$ cat src/rtl/assert_macros.svh
// Assertion macros shared by the deframer RTL.
// Depends on nothing; included by files that carry concurrent assertions.
`ifndef ASSERT_MACROS_SVH
`define ASSERT_MACROS_SVH

// Checks prop at every rising edge of clk while rst is low.
`define ASSERT_CLK(label, clk, rst, prop, msg) \
  label: assert property (@(posedge clk) disable iff (rst) (prop)) else $error(msg);

// Checks that cond never holds at a rising edge of clk while rst is low.
`define ASSERT_NEVER(label, clk, rst, cond, msg) \
  label: assert property (@(posedge clk) disable iff (rst) !(cond)) else $error(msg);

`endif

$ cat src/rtl/ffed_pkg.sv
// Package for the flag framed escape deframer: byte codes and result types.
// Depends on nothing; used by every module of the deframer.
`default_nettype none
package ffed_pkg;

  localparam logic [7:0] FLAG_BYTE = 8'h7E;
  localparam logic [7:0] ESC_BYTE  = 8'h7D;
  localparam logic [7:0] ESC_FLAG  = 8'h02;
  localparam logic [7:0] ESC_ESC   = 8'h01;
  localparam logic [9:0] MIN_LIMIT = 10'd2;
  localparam logic [9:0] LIMIT_RESET = 10'd100;

  typedef struct packed {
    logic [7:0] data;
    logic       first;
    logic       last;
    logic       abrt;
    logic [9:0] len;
  } res_t;

  // One classified item: one or two results.
  typedef struct packed {
    logic two;
    res_t res0;
    res_t res1;
  } rec_t;

  typedef struct packed {
    logic in_frame;
    logic esc_pending;
  } status_t;

endpackage
`default_nettype wire

$ cat src/rtl/ffed_front.sv
// Front part of the deframer: accepts raw bytes, tracks framing and escapes,
// and turns each byte into a record of zero, one or two results. Uses ffed_pkg.
`default_nettype none
module ffed_front (
  input  wire logic               clk,
  input  wire logic               rst,
  input  wire logic               accept,
  input  wire logic [7:0]         rx_byte,
  input  wire logic [9:0]         raw_limit,
  output ffed_pkg::rec_t          rec,
  output logic                    rec_push,
  output ffed_pkg::status_t       status
);

  logic       in_frame, in_frame_next;
  logic       esc_pending, esc_pending_next;
  logic [9:0] raw_count, raw_count_next;
  logic [9:0] dec_count, dec_count_next;
  logic [9:0] limit;
  logic [9:0] d1;
  logic [9:0] d2;
  logic       rec_valid;

  always_comb begin
    limit = (raw_limit < ffed_pkg::MIN_LIMIT) ? ffed_pkg::MIN_LIMIT : raw_limit;
    d1 = dec_count + 10'd1;
    d2 = dec_count + 10'd2;
    in_frame_next    = in_frame;
    esc_pending_next = esc_pending;
    raw_count_next   = raw_count;
    dec_count_next   = dec_count;
    rec       = '0;
    rec_valid = 1'b0;
    if (!in_frame) begin
      if (rx_byte == ffed_pkg::FLAG_BYTE) begin
        rec_valid = 1'b1;
        rec.res0  = '{data: ffed_pkg::FLAG_BYTE, first: 1'b1, last: 1'b0,
                      abrt: 1'b0, len: 10'd1};
        in_frame_next    = 1'b1;
        esc_pending_next = 1'b0;
        raw_count_next   = 10'd1;
        dec_count_next   = 10'd1;
      end
    end else if (raw_count >= limit) begin
      rec_valid = 1'b1;
      rec.res0  = '{data: 8'h00, first: 1'b0, last: 1'b1, abrt: 1'b1, len: dec_count};
      in_frame_next    = 1'b0;
      esc_pending_next = 1'b0;
      raw_count_next   = '0;
      dec_count_next   = '0;
    end else begin
      raw_count_next = raw_count + 10'd1;
      if (esc_pending) begin
        esc_pending_next = 1'b0;
        rec_valid = 1'b1;
        dec_count_next = d1;
        if (rx_byte == ffed_pkg::ESC_FLAG) begin
          rec.res0 = '{data: ffed_pkg::FLAG_BYTE, first: 1'b0, last: 1'b0,
                       abrt: 1'b0, len: d1};
        end else if (rx_byte == ffed_pkg::ESC_ESC) begin
          rec.res0 = '{data: ffed_pkg::ESC_BYTE, first: 1'b0, last: 1'b0,
                       abrt: 1'b0, len: d1};
        end else begin
          rec.res0 = '{data: ffed_pkg::ESC_BYTE, first: 1'b0, last: 1'b0,
                       abrt: 1'b0, len: d1};
          if (rx_byte == ffed_pkg::FLAG_BYTE) begin
            rec.two  = 1'b1;
            rec.res1 = '{data: ffed_pkg::FLAG_BYTE, first: 1'b0, last: 1'b1,
                         abrt: 1'b0, len: d2};
            in_frame_next  = 1'b0;
            raw_count_next = '0;
            dec_count_next = '0;
          end else if (rx_byte == ffed_pkg::ESC_BYTE) begin
            esc_pending_next = 1'b1;
          end else begin
            rec.two  = 1'b1;
            rec.res1 = '{data: rx_byte, first: 1'b0, last: 1'b0, abrt: 1'b0, len: d2};
            dec_count_next = d2;
          end
        end
      end else if (rx_byte == ffed_pkg::FLAG_BYTE) begin
        rec_valid = 1'b1;
        rec.res0  = '{data: ffed_pkg::FLAG_BYTE, first: 1'b0, last: 1'b1,
                      abrt: 1'b0, len: d1};
        in_frame_next  = 1'b0;
        raw_count_next = '0;
        dec_count_next = '0;
      end else if (rx_byte == ffed_pkg::ESC_BYTE) begin
        esc_pending_next = 1'b1;
      end else begin
        rec_valid = 1'b1;
        rec.res0  = '{data: rx_byte, first: 1'b0, last: 1'b0, abrt: 1'b0, len: d1};
        dec_count_next = d1;
      end
    end
  end

  always_ff @(posedge clk) begin
    if (rst) begin
      in_frame    <= 1'b0;
      esc_pending <= 1'b0;
      raw_count   <= '0;
      dec_count   <= '0;
    end else if (accept) begin
      in_frame    <= in_frame_next;
      esc_pending <= esc_pending_next;
      raw_count   <= raw_count_next;
      dec_count   <= dec_count_next;
    end
  end

  assign rec_push = accept && rec_valid;
  assign status   = '{in_frame: in_frame, esc_pending: esc_pending};

endmodule
`default_nettype wire

$ cat src/rtl/ffed_queue.sv
// Short record queue between the front and back parts of the deframer.
// Uses ffed_pkg for the record type.
`default_nettype none
module ffed_queue #(
  parameter int DEPTH = 4
) (
  input  wire logic           clk,
  input  wire logic           rst,
  input  wire logic           wr_en,
  input  ffed_pkg::rec_t      wr_rec,
  output logic                full,
  input  wire logic           rd_en,
  output ffed_pkg::rec_t      rd_rec,
  output logic                rd_valid
);

  localparam int PtrW = (DEPTH > 1) ? $clog2(DEPTH) : 1;
  localparam int CntW = $clog2(DEPTH + 1);

  ffed_pkg::rec_t mem [DEPTH];
  logic [PtrW-1:0] wr_ptr;
  logic [PtrW-1:0] rd_ptr;
  logic [CntW-1:0] count;
  logic            do_wr;
  logic            do_rd;

  assign full     = (count == CntW'(DEPTH));
  assign rd_valid = (count != '0);
  assign rd_rec   = mem[rd_ptr];
  assign do_wr    = wr_en && !full;
  assign do_rd    = rd_en && rd_valid;

  always_ff @(posedge clk) begin
    if (do_wr) begin
      mem[wr_ptr] <= wr_rec;
    end
  end

  always_ff @(posedge clk) begin
    if (rst) begin
      wr_ptr <= '0;
      rd_ptr <= '0;
      count  <= '0;
    end else begin
      if (do_wr) begin
        wr_ptr <= (wr_ptr == PtrW'(DEPTH - 1)) ? '0 : wr_ptr + 1'b1;
      end
      if (do_rd) begin
        rd_ptr <= (rd_ptr == PtrW'(DEPTH - 1)) ? '0 : rd_ptr + 1'b1;
      end
      if (do_wr && !do_rd) begin
        count <= count + 1'b1;
      end else if (do_rd && !do_wr) begin
        count <= count - 1'b1;
      end
    end
  end

endmodule
`default_nettype wire

$ cat src/rtl/ffed_back.sv
// Back part of the deframer: takes records from the queue and delivers their
// results one at a time from an output register. Uses ffed_pkg.
`default_nettype none
module ffed_back (
  input  wire logic           clk,
  input  wire logic           rst,
  input  ffed_pkg::rec_t      q_rec,
  input  wire logic           q_valid,
  output logic                q_pop,
  input  wire logic           pop,
  output logic                empty,
  output ffed_pkg::res_t      res
);

  ffed_pkg::rec_t cur;
  logic           cur_valid;
  logic           sel;
  logic           taken;
  logic           done;

  assign taken = pop && cur_valid;
  assign done  = taken && (sel || !cur.two);
  assign q_pop = q_valid && (!cur_valid || done);
  assign empty = !cur_valid;
  assign res   = sel ? cur.res1 : cur.res0;

  always_ff @(posedge clk) begin
    if (q_pop) begin
      cur <= q_rec;
    end
  end

  always_ff @(posedge clk) begin
    if (rst) begin
      cur_valid <= 1'b0;
      sel       <= 1'b0;
    end else if (q_pop) begin
      cur_valid <= 1'b1;
      sel       <= 1'b0;
    end else if (done) begin
      cur_valid <= 1'b0;
      sel       <= 1'b0;
    end else if (taken) begin
      sel <= 1'b1;
    end
  end

endmodule
`default_nettype wire

$ cat src/rtl/flag_framed_escape_deframer_unit.sv
// Top level of the flag framed escape deframer: front, record queue and back.
// Depends on ffed_pkg, ffed_front, ffed_queue, ffed_back and assert_macros.svh.
//
// The unit removes 0x7E framing and 0x7D escapes from a byte stream. One raw
// byte is accepted in every cycle in which push is high and full is low;
// bytes outside a frame are dropped without a result. Results leave one per
// cycle from an output register while pop is high, so a byte that yields two
// results (an escape followed by an ordinary byte or a flag) takes two pops;
// the record queue of QUEUE_DEPTH entries absorbs that and any stall of the
// consumer. Each result passes the record queue, then the output register.
// raw_limit must be written via raw_limit_wr_en while idle; not enforced here.
`default_nettype none
`include "assert_macros.svh"
module flag_framed_escape_deframer_unit #(
  parameter int QUEUE_DEPTH = 4
) (
  input  wire logic       clk,
  input  wire logic       rst,
  input  wire logic       push,
  output logic            full,
  input  wire logic [7:0] rx_byte,
  input  wire logic       pop,
  output logic            empty,
  output logic [7:0]      out_byte,
  output logic            is_first,
  output logic            is_last,
  output logic            aborted,
  output logic [9:0]      decoded_length,
  input  wire logic       raw_limit_wr_en,
  input  wire logic [9:0] raw_limit_wr_data
);

  logic [9:0]        raw_limit;
  logic              accept;
  ffed_pkg::rec_t    f_rec;
  logic              f_push;
  ffed_pkg::status_t status;
  ffed_pkg::rec_t    q_rec;
  logic              q_valid;
  logic              q_pop;
  ffed_pkg::res_t    res;
  logic              drop_byte;
  logic              hunt_clean;
  logic              abort_ok;
  logic              first_ok;
  logic              stray_esc;

  always_ff @(posedge clk) begin
    if (rst) begin
      raw_limit <= ffed_pkg::LIMIT_RESET;
    end else if (raw_limit_wr_en) begin
      raw_limit <= raw_limit_wr_data;
    end
  end

  assign accept = push && !full;

  ffed_front u_front (
    .clk       (clk),
    .rst       (rst),
    .accept    (accept),
    .rx_byte   (rx_byte),
    .raw_limit (raw_limit),
    .rec       (f_rec),
    .rec_push  (f_push),
    .status    (status)
  );

  ffed_queue #(
    .DEPTH (QUEUE_DEPTH)
  ) u_queue (
    .clk      (clk),
    .rst      (rst),
    .wr_en    (f_push),
    .wr_rec   (f_rec),
    .full     (full),
    .rd_en    (q_pop),
    .rd_rec   (q_rec),
    .rd_valid (q_valid)
  );

  ffed_back u_back (
    .clk     (clk),
    .rst     (rst),
    .q_rec   (q_rec),
    .q_valid (q_valid),
    .q_pop   (q_pop),
    .pop     (pop),
    .empty   (empty),
    .res     (res)
  );

  assign out_byte       = res.data;
  assign is_first       = res.first;
  assign is_last        = res.last;
  assign aborted        = res.abrt;
  assign decoded_length = res.len;

  assign drop_byte  = accept && !status.in_frame && rx_byte != ffed_pkg::FLAG_BYTE;
  assign hunt_clean = !status.in_frame && !status.esc_pending;
  assign abort_ok   = is_last && !is_first && out_byte == 8'h00;
  assign first_ok   = out_byte == ffed_pkg::FLAG_BYTE && decoded_length == 10'd1 && !is_last;
  assign stray_esc  = status.esc_pending && !status.in_frame;

  `ASSERT_CLK(a_hunt_drop, clk, rst, drop_byte |=> hunt_clean, "non-flag byte left hunting")
  `ASSERT_CLK(a_abort_form, clk, rst, !empty && aborted |-> abort_ok, "malformed abort item")
  `ASSERT_CLK(a_first_form, clk, rst, !empty && is_first |-> first_ok, "malformed opening item")
  `ASSERT_NEVER(a_pend_hunt, clk, rst, stray_esc, "escape pending outside a frame")

endmodule
`default_nettype wire

$ cat config.mk
export PLATFORM = sky130hd
export DESIGN_NAME = flag_framed_escape_deframer_unit
export DESIGN_NICKNAME = d
export VERILOG_FILES = /design/src/rtl/ffed_pkg.sv /design/src/rtl/ffed_front.sv /design/src/rtl/ffed_queue.sv /design/src/rtl/ffed_back.sv /design/src/rtl/flag_framed_escape_deframer_unit.sv
export VERILOG_INCLUDE_DIRS = /design/src /design/src/rtl
export SDC_FILE = /design/constraint.sdc
export NUM_CORES = 1
export LEC_CHECK = 0
export BUFFER_PORTS_ARGS = -buffer_cell sky130_fd_sc_hd__buf_2
export CAP_MARGIN = 20
export CORE_ASPECT_RATIO = 1.5
export CORE_UTILIZATION = 35
export CTS_CLUSTER_DIAMETER = 150
export DETAILED_ROUTE_END_ITERATION = 8
export PLACE_DENSITY_LB_ADDON = 0.15
export SYNTH_ARGS = -nofsm -noshare
export SYNTH_HDL_FRONTEND = slang
export SYNTH_HIERARCHICAL = 1
export SYNTH_SLANG_ARGS = --single-unit
$ cat constraint.sdc
create_clock -name clk -period 6.5 [get_ports clk]
set_input_delay 0.975 -clock clk [delete_from_list [all_inputs] [get_ports clk]]
set_output_delay 0.975 -clock clk [all_outputs]
set_load 0.1 [all_outputs]
==> results of run 1 <==
layout make-up:
type                       count  area, sq um  area share, %
inverter                      21         86.3          0.692
tap                          405          507           4.06
clock inverter                15          169           1.35
sequential                   258         7320           58.7
multi-input combinational    424         3480           27.9
timing repair buffer          53          285           2.29
clock buffer                  28          637           5.10
power groups by stage:
stage                     clock network, mW  registers [mW]  logic, mW
after global routing                   1.54            1.78     0.0605
after detailed placement                  0            1.81     0.0551
final                                  1.45            1.78     0.0548
after global placement                    0            1.81     0.0540
after CTS                              1.49            1.78     0.0554
after floorplan                           0            1.81     0.0372
worst max-delay path, cell delays in order (launching register included):
cell	delay, ns
dfxtp_1	0.33
nor4_1	0.43
nand2_1	0.09
o21a_1	0.19
ha_1	0.26
nand2b_1	0.09
a21oi_1	0.05
or4_1	0.42
nand4_1	0.59
o21ai_4	0.23
inv_4	0.15
inv_1	0.07
nor2_2	0.15
ha_1	0.21
inv_1	0.06
fa_1	0.37
xor2_1	0.18
or3_2	0.42
a21oi_1	0.15
routing by layer:
layer	wire [microns]	up-vias
met1	9450	3148
met2	12600	113
met5	0	-
li1	-	2907
met3	865	33
met4	491	0
flip-flops by register name, summed over array words and instances, names as in the netlist, named ones only:
signal               count
u_queue/mem            172
raw_limit               10
u_front/raw_count       10
u_front/dec_count       10
u_back/cur_valid         1
u_front/esc_pending      1
u_queue/count            3
u_queue/wr_ptr           2
u_front/in_frame         1
u_back/cur              43
u_queue/rd_ptr           2
u_back/sel               1
path summary, 6_finish.rpt:
check	start	to	cells after the start
max	raw_limit[4]$_SDFFE_PP0P_	u_queue/count[2]$_SDFFE_PP0P_	18
min	u_queue/rd_ptr[0]$_SDFFE_PP0P_	flip-flop	2
max reg2reg	raw_limit[4]$_SDFFE_PP0P_	u_queue/count[2]$_SDFFE_PP0P_	18
min reg2reg	u_queue/rd_ptr[0]$_SDFFE_PP0P_	flip-flop	2
through the flow:
| step | worst slack (ns) | util (%) |
|---|---|---|
| finish | 2.01 | 40.1 |
| global placement | 2.06 | 37.5 |
| CTS | 1.95 | 40.1 |
| floorplan | 1.90 | - |
| detailed placement | 1.99 | 37.5 |
| global route | 1.70 | 40.1 |
==> results_dict.tcl, run 1 <==
set metrics [dict create \
    cp.required_ns 6.95 \
    grt_util_met3_pct 2.01 \
    grt_setup_unrepaired "false" \
    met1_usage_pct 17.2 \
    fill_cells 2902 \
    final_common_cell "edfxtp_1" \
    worst-path-max-fanout 17 \
    maxCapViolations 0 \
    coreArea_sq_um 31100 \
    cp-start-kind "flip-flop" \
    switching_share_pct 19.3 \
    diodes 0 \
    cts_buffer_depth 3 \
    finalCritPeriodShare_pct 69.1 \
    row_count 79 \
    power.density_nw_per_um2 263 \
    final_cell_mix "edfxtp_1 (215), nor2_1 (55), nand2_1 (48)" \
    cp.arrival_ns 4.94 \
    clock.fmax_ghz 0.223 \
    dpl_cell_area_sq_um 11700 \
    via_per_inst 5.15 \
    numClockSinks 258 \
    initial_core_util_pct 35.6 \
    wl_per_cell_microns 19.4 \
    finalSetupViolations 0 \
    syn_area_sq_um 11100 \
    stdcell_count 1204 \
    syn_to_final_growth_pct 12.6 \
    hold_path.class "reg -> reg" \
    leakage_nw 3.92 \
    antenna_left 0 \
    hold_violations 0 \
    die_area_sq_um 32400 \
    status "complete, no violations" \
    io_buffers 45 \
    grt_max_degree 45 \
    p_clk_share_pct 44.2 \
    cts-resized-gates 0 \
    finalSetupTns_ns 0 \
    grt_pass1_vias 6568 \
    gr-total-overflow 0 \
    combPwrFrac_pct 1.7 \
    gp_congestion 0.815 \
    postCtsSetupBuffers 0 \
    final_max_slew_viol_count 0 \
    synth_area_per_cell_sq_um 15.0 \
    end_kind "flip-flop" \
    fin_skew_ns 0.00732 \
    clk_pin_slew_ns 0.06 \
    cts_root_buf "clkbuf_16" \
    use_met2_pct 28.2 \
    synth_warnings 6 \
    final_area_sq_um 12500 \
    busiest_layer "met2" \
    cts_buffers 24 \
    wl_microns 23400 \
    placed_cells_incl_taps 1161 \
    seqPwrFrac_pct 54.2 \
    htree_num_levels 1 \
    clock_latency_ns 0.52 \
    internal_power_mw 2.65 \
    p_switching_mw 0.633 \
    dpl.hpwl_microns 15500 \
    syn_inst 738 \
    grt_pass1_wl_microns 37200 \
    die_h_microns 220 \
    crit_type "reg -> reg" \
    slew_headroom_pct 34.3 \
    fin_hold_ws_ns 0.510 \
    antenna_found_initial 0 \
    reg2reg_slack_ns 2.01 \
    p_total_mw 3.28 \
    die_w_microns 147 \
    nNetsFinal 825 \
    grt.total_usage_pct 14.9 \
    cts_tree "built" \
    worst_slew_pin_slew_ns 0.985 \
    dr.first_iter.drc_count 356 \
    drc 0 \
    first_pass_iters 5 \
    min_period_ns 4.49 \
    io_pins 46 \
    ir_worst_vdd_uv 148 \
    drive_above_1_share_pct 22.3 \
    cts_hold_buf 0 \
    num_vias 6201 \
]
Power figures use the tool's default switching activity.
==> inputs of run 2 (changes only) <==
- clock period: 6.5 -> 4 ns (I/O delays scaled with it)
==> run 2 against run 1 <==
  * Non-clock buffer count rose by 10
  * Final cell count increased by 1.1%
  * Die area did not move
  * Highest routed layer unchanged
  * Critical endpoint unchanged
  * Critical path type unchanged
==> results_dict.tcl, run 2 (synthesized netlist as in run 1, its figures left out) <==
set metrics [dict create \
    status "complete, no violations" \
    cp.required_ns 4.45 \
    syn_to_final_growth_pct 13.6 \
    grt_pass1_wl_microns 37000 \
    busiest_layer "met2" \
    power.density_nw_per_um2 415 \
    hold_path.class "in -> reg" \
    antenna_left 0 \
    via_per_inst 5.16 \
    clock.fmax_ghz 0.266 \
    seqCellArea_sq_um 7320 \
    final_max_slew_viol_count 0 \
    min_period_ns 3.76 \
    gp_congestion 0.824 \
    wl_microns 23700 \
    final_cell_mix "edfxtp_1 (215), nor2_1 (55), nand2_1 (48)" \
    top_register "u_queue/mem" \
    cts_buffers 25 \
    worstPathCellList "nor4_4, nand2_1, o21a_1, ha_1, nand2b_1, a21oi_1, or4_1, nand4_1, o21ai_4, inv_4, inv_1, nor2_2, ha_1, inv_1, fa_1, xor2_1, or3_2, a21oi_1" \
    ir_worst_vdd_uv 323 \
    worst_slew_pin_slew_ns 0.955 \
    r2r-end "u_queue/count[2]$_SDFFE_PP0P_" \
    reg2reg_slack_ns 0.24 \
    critPathTopFamily "simple AND/OR/NAND/NOR gates" \
    cp_slowest_cell "or4_1" \
    initial_core_util_pct 35.6 \
    preCtsSetupSlack_ns 0.146 \
    end_kind "flip-flop" \
    cts_tree "built" \
    dr.first_iter.drc_count 401 \
    cp.arrival_ns 4.21 \
    io_buffers 45 \
    largest_reg_flops 172 \
    nNetsFinal 836 \
    postLayoutCoreUtil_pct 40.5 \
    critPathMaxStageDelay_ns 0.44 \
    worst-path-max-fanout 3 \
    numClockSinks 258 \
    die_w_microns 147 \
    clk_pin_slew_ns 0.06 \
    reg2reg_from "raw_limit[4]$_SDFFE_PP0P_" \
    whs_endpoint "raw_limit[6]$_SDFFE_PP1P_" \
    use_met2_pct 28.1 \
    cts_hold_buf 0 \
    grt_util_met3_pct 2.19 \
    die_h_microns 220 \
    min_path_cells 2 \
    num_vias 6277 \
    cts_buffer_depth 3 \
    wl_per_cell_microns 19.5 \
    met1_usage_pct 17.0 \
    fin_skew_ns 0.0119 \
    grt_setup_unrepaired "false" \
    final_common_cell "edfxtp_1" \
    row_count 79 \
    leakage_nw 3.99 \
    finalWorstSetupSlack_ns 0.238 \
    maxCapViolations 0 \
    gr-total-overflow 0 \
    grt.total_usage_pct 15.0 \
    drc 0 \
    reg2reg_depth 18 \
    crit_type "reg -> reg" \
    cts_root_buf "clkbuf_16" \
    reg_top3 "u_queue/mem: 172 flops, u_back/cur: 43 flops" \
    drive_above_1_share_pct 23.7 \
    io_pins 46 \
    finalCritPeriodShare_pct 94.1 \
    final_area_sq_um 12600 \
    clock_latency_ns 0.53 \
    p_total_mw 5.23 \
    antenna_found_initial 1 \
    htree_num_levels 1 \
    grt_max_degree 44 \
    dpl_cell_area_sq_um 11800 \
    worst-path-buf-inv 3 \
    dpl.hpwl_microns 14900 \
    finalSetupTns_ns 0 \
    first_pass_iters 6 \
    coreArea_sq_um 31100 \
    multi_input_area_sq_um 3500 \
    cp-start-kind "flip-flop" \
    grt_pass1_vias 6654 \
    hold_path.startpoint "raw_limit_wr_data[6]" \
    hold_violations 0 \
    fill_cells 2894 \
    die_area_sq_um 32400 \
    finalSetupViolations 0 \
    slew_headroom_pct 36.4 \
]
-- run 2: how the worst max path moves through the flow --
stage	end	startpoint	cells past startpoint	slack (ns)
detailed placement	u_queue/count[2]$_SDFFE_PP0P_	raw_limit[4]$_SDFFE_PP0P_	18	0.15
global placement	u_queue/count[2]$_SDFFE_PP0P_	raw_limit[4]$_SDFFE_PP0P_	18	0.21
CTS	u_queue/count[2]$_SDFFE_PP0P_	raw_limit[4]$_SDFFE_PP0P_	18	0.11
floorplan	u_queue/count[2]$_SDFFE_PP0P_	raw_limit[8]$_SDFFE_PP0P_	18	0.24
finish	u_queue/count[2]$_SDFFE_PP0P_	raw_limit[4]$_SDFFE_PP0P_	18	0.24
global route	u_queue/count[2]$_SDFFE_PP0P_	raw_limit[4]$_SDFFE_PP0P_	18	0.02
-- run 2: layout make-up --
type / count / share of cell area, %
Antenna cell: 1 / 0.0199
Clock buffer: 29 / 5.09
Clock inverter: 16 / 1.05
Inverter: 21 / 0.685
Multi-Input combinational cell: 424 / 27.8
Sequential cell: 258 / 58.1
Tap cell: 405 / 4.02
Timing Repair Buffer: 63 / 3.26
-- run 2: worst reg2reg max path: cells and delay by family (launching register included) --
family,cells,cell delay (ns)
simple gates,7,1.66
flops,1,0.35
compound gates,4,0.47
buf+inv,3,0.17
fa+ha+maj,3,0.84
xor+xnor,1,0.19
-- run 2: repair_timing --
item	CTS	global route
buffers inserted	0	0
setup endpoints to repair	0	1
resized for setup	0	3
-- run 2: where the power goes --
part	total (mW)	switching, mW	internal, mW
clock	2.25	0.973	1.28
combinational	0.0910	0.0596	0.0314
sequential	2.89	0.00840	2.88
total	5.23	1.04	4.19
-- run 2: per-layer routing --
layer,share of wire [%],wire (microns),vias up
met3,3.6,861,36
met5,0,0,-
met2,54,12700,125
met1,40,9430,3181
met4,3.0,717,0
li1,-,-,2935
-- run 2: metrics by stage --
stage | hold slack [ns] | instances
6_report | 0.277 | 1217
5_1_grt | 0.255 | 1216
2_1_floorplan | 0.461 | 739
3_5_place_dp | 0.490 | 1171
3_3_place_gp | 0.469 | 1171
4_1_cts | 0.252 | 1216
==> inputs of run 3 (changes only) <==
- clock period: 4 -> 3.5 ns (I/O delays scaled with it)
==> run 3 against run 2 <==
  * Flip-flop and latch count unchanged
  * Sequential power is 14% higher
  * Wire length is 1.4% lower
  * Power rose by 16%
  * Global-route usage fell by 0.16 points
  * Final area rose by 1.3%
  * Non-clock buffer count is 13 higher
  * Count of clock-buffer cells in the layout shrank 1
==> results_dict.tcl, run 3 (synthesized netlist as in run 1, its figures left out) <==
set metrics [dict create \
    status "complete, no violations" \
    num_vias 6303 \
    wl_per_cell_microns 19.1 \
    crit_type "reg -> reg" \
    cts_buffer_depth 3 \
    initial_core_util_pct 35.6 \
    largest_reg_flops 172 \
    clk_pin_slew_ns 0.06 \
    critPathTopFamily "simple AND/OR/NAND/NOR gates" \
    grt.total_usage_pct 14.8 \
    cp-start-kind "flip-flop" \
    cts_root_buf "clkbuf_16" \
    first_pass_iters 6 \
    worstPathCellList "nor4_4, nand2_1, o21a_1, ha_1, nand2b_1, a21oi_1, or4_1, nand4_1, o21ai_4, inv_4, inv_4, nor2_4, ha_4, inv_2, fa_2, xor2_1, or3_4, a21oi_2" \
    power.density_nw_per_um2 474 \
    die_h_microns 220 \
    nNetsFinal 849 \
    final_cell_mix "edfxtp_1 (215), nor2_1 (55), nand2_1 (48)" \
    min_period_ns 3.43 \
    finalSetupViolations 0 \
    htree_num_levels 1 \
    cts_buffers 25 \
    reg2reg_depth 18 \
    top_register "u_queue/mem" \
    reg_top3 "u_queue/mem: 172 flops, u_back/cur: 43 flops" \
    via_per_inst 5.13 \
    clock_latency_ns 0.53 \
    slew_headroom_pct 49.7 \
    worst_slew_pin_slew_ns 0.755 \
    finalCritPeriodShare_pct 98.0 \
    finalSetupTns_ns 0 \
    min_path_cells 2 \
    hold_path.class "in -> reg" \
    dpl.hpwl_microns 14900 \
    syn_to_final_growth_pct 15.2 \
    io_pins 46 \
    gr-total-overflow 0 \
    die_w_microns 147 \
    leakage_nw 4.07 \
    critPathMaxStageDelay_ns 0.42 \
    row_count 79 \
    gp_congestion 0.817 \
    worst-path-buf-inv 3 \
    antenna_found_initial 1 \
    coreArea_sq_um 31100 \
    die_area_sq_um 32400 \
    postLayoutCoreUtil_pct 41.0 \
    final_common_cell "edfxtp_1" \
    grt_pass1_vias 6681 \
    numClockSinks 258 \
    cp.depth 18 \
    grt_max_degree 44 \
    cp_slowest_cell "or4_1" \
    dr.first_iter.drc_count 300 \
    wl_microns 23400 \
    grt_pass1_wl_microns 37200 \
    cts_hold_buf 0 \
    io_buffers 45 \
    fill_cells 2887 \
    maxCapViolations 0 \
    drc 0 \
    cts_tree "built" \
    worst-path-max-fanout 3 \
    hold_violations 0 \
    cp.required_ns 3.95 \
    final_max_slew_viol_count 0 \
    end_kind "flip-flop" \
    antenna_left 0 \
    grt_setup_unrepaired "true" \
    fin_skew_ns 0.0113 \
    crit_top_cell "inv_4" \
    ir_worst_vdd_uv 277 \
    clock.fmax_ghz 0.291 \
    drive_above_1_share_pct 26.0 \
    diodes 0 \
    cp.arrival_ns 3.88 \
]
## run 3: cell types whose count changed in the layout (fill, tap and decap cells not counted), sizes merged
| cell | delta |
|---|---|
| buf | +13 |
| bufinv | +1 |
| clkbuf | -1 |
| clkinv | -1 |
| clkinvlp | +1 |
| diode | -1 |
| inv | -1 |
## run 3: area by class of cell
type | instances | area [sq um] | area share (%)
sequential | 258 | 7320 | 57.4
multi-input combinational | 424 | 3520 | 27.6
inverter | 21 | 88.8 | 0.696
clock inverter | 16 | 164 | 1.28
timing repair buffer | 76 | 520 | 4.08
tap | 405 | 507 | 3.97
clock buffer | 28 | 637 | 4.99
## run 3: where the power goes
group	leakage, nW	internal [mW]	total, mW	switching (mW)
logic	1.47	0.0417	0.113	0.0718
registers	2.22	3.29	3.30	0.00864
clock network	0.382	1.53	2.64	1.11
## run 3: per-layer routing
| metal | global-route usage [%] | vias up | share of wire, % |
|---|---|---|---|
| met1 | 17.3 | 3224 | 41 |
| met5 | 0 | - | 0 |
| met4 | 4.67 | 0 | 2.1 |
| met2 | 28.1 | 98 | 54 |
| li1 | - | 2944 | - |
| met3 | 1.72 | 37 | 3.2 |
## run 3: repair_timing
| item | 4_1_cts | 5_1_grt |
|---|---|---|
| resized for setup | 2 | 3 |
| setup buffers | 1 | 0 |
| endpoints found under the hold margin | 0 | 0 |
| pin swaps | 2 | 0 |
| endpoints found under the setup margin | 1 | 1 |
## run 3: final timing paths
path	start	to	slack, ns
hold reg to reg	u_back/cur_valid$_SDFFE_PP0P_	u_back/sel$_SDFFE_PP0P_	0.51
setup reg to reg	raw_limit[4]$_SDFFE_PP0P_	u_queue/count[2]$_SDFFE_PP0P_	0.07
hold / removal	raw_limit_wr_data[6]	raw_limit[6]$_SDFFE_PP1P_	0.20
setup / recovery	raw_limit[4]$_SDFFE_PP0P_	u_queue/count[2]$_SDFFE_PP0P_	0.07
## run 3: per-stage QoR
stage	setup slack, ns	hold slack (ns)	power, mW	instance area (sq um)	std cells
4_1_cts	0.0262	0.192	6.13	12700	1228
6_report	0.0684	0.205	6.05	12800	1228
3_5_place_dp	-0.0561	0.490	3.48	11900	1183
5_1_grt	-0.155	0.200	6.25	12800	1228
3_3_place_gp	-0.00664	0.467	3.48	11900	1183
2_1_floorplan	-0.0493	0.461	3.44	11100	739
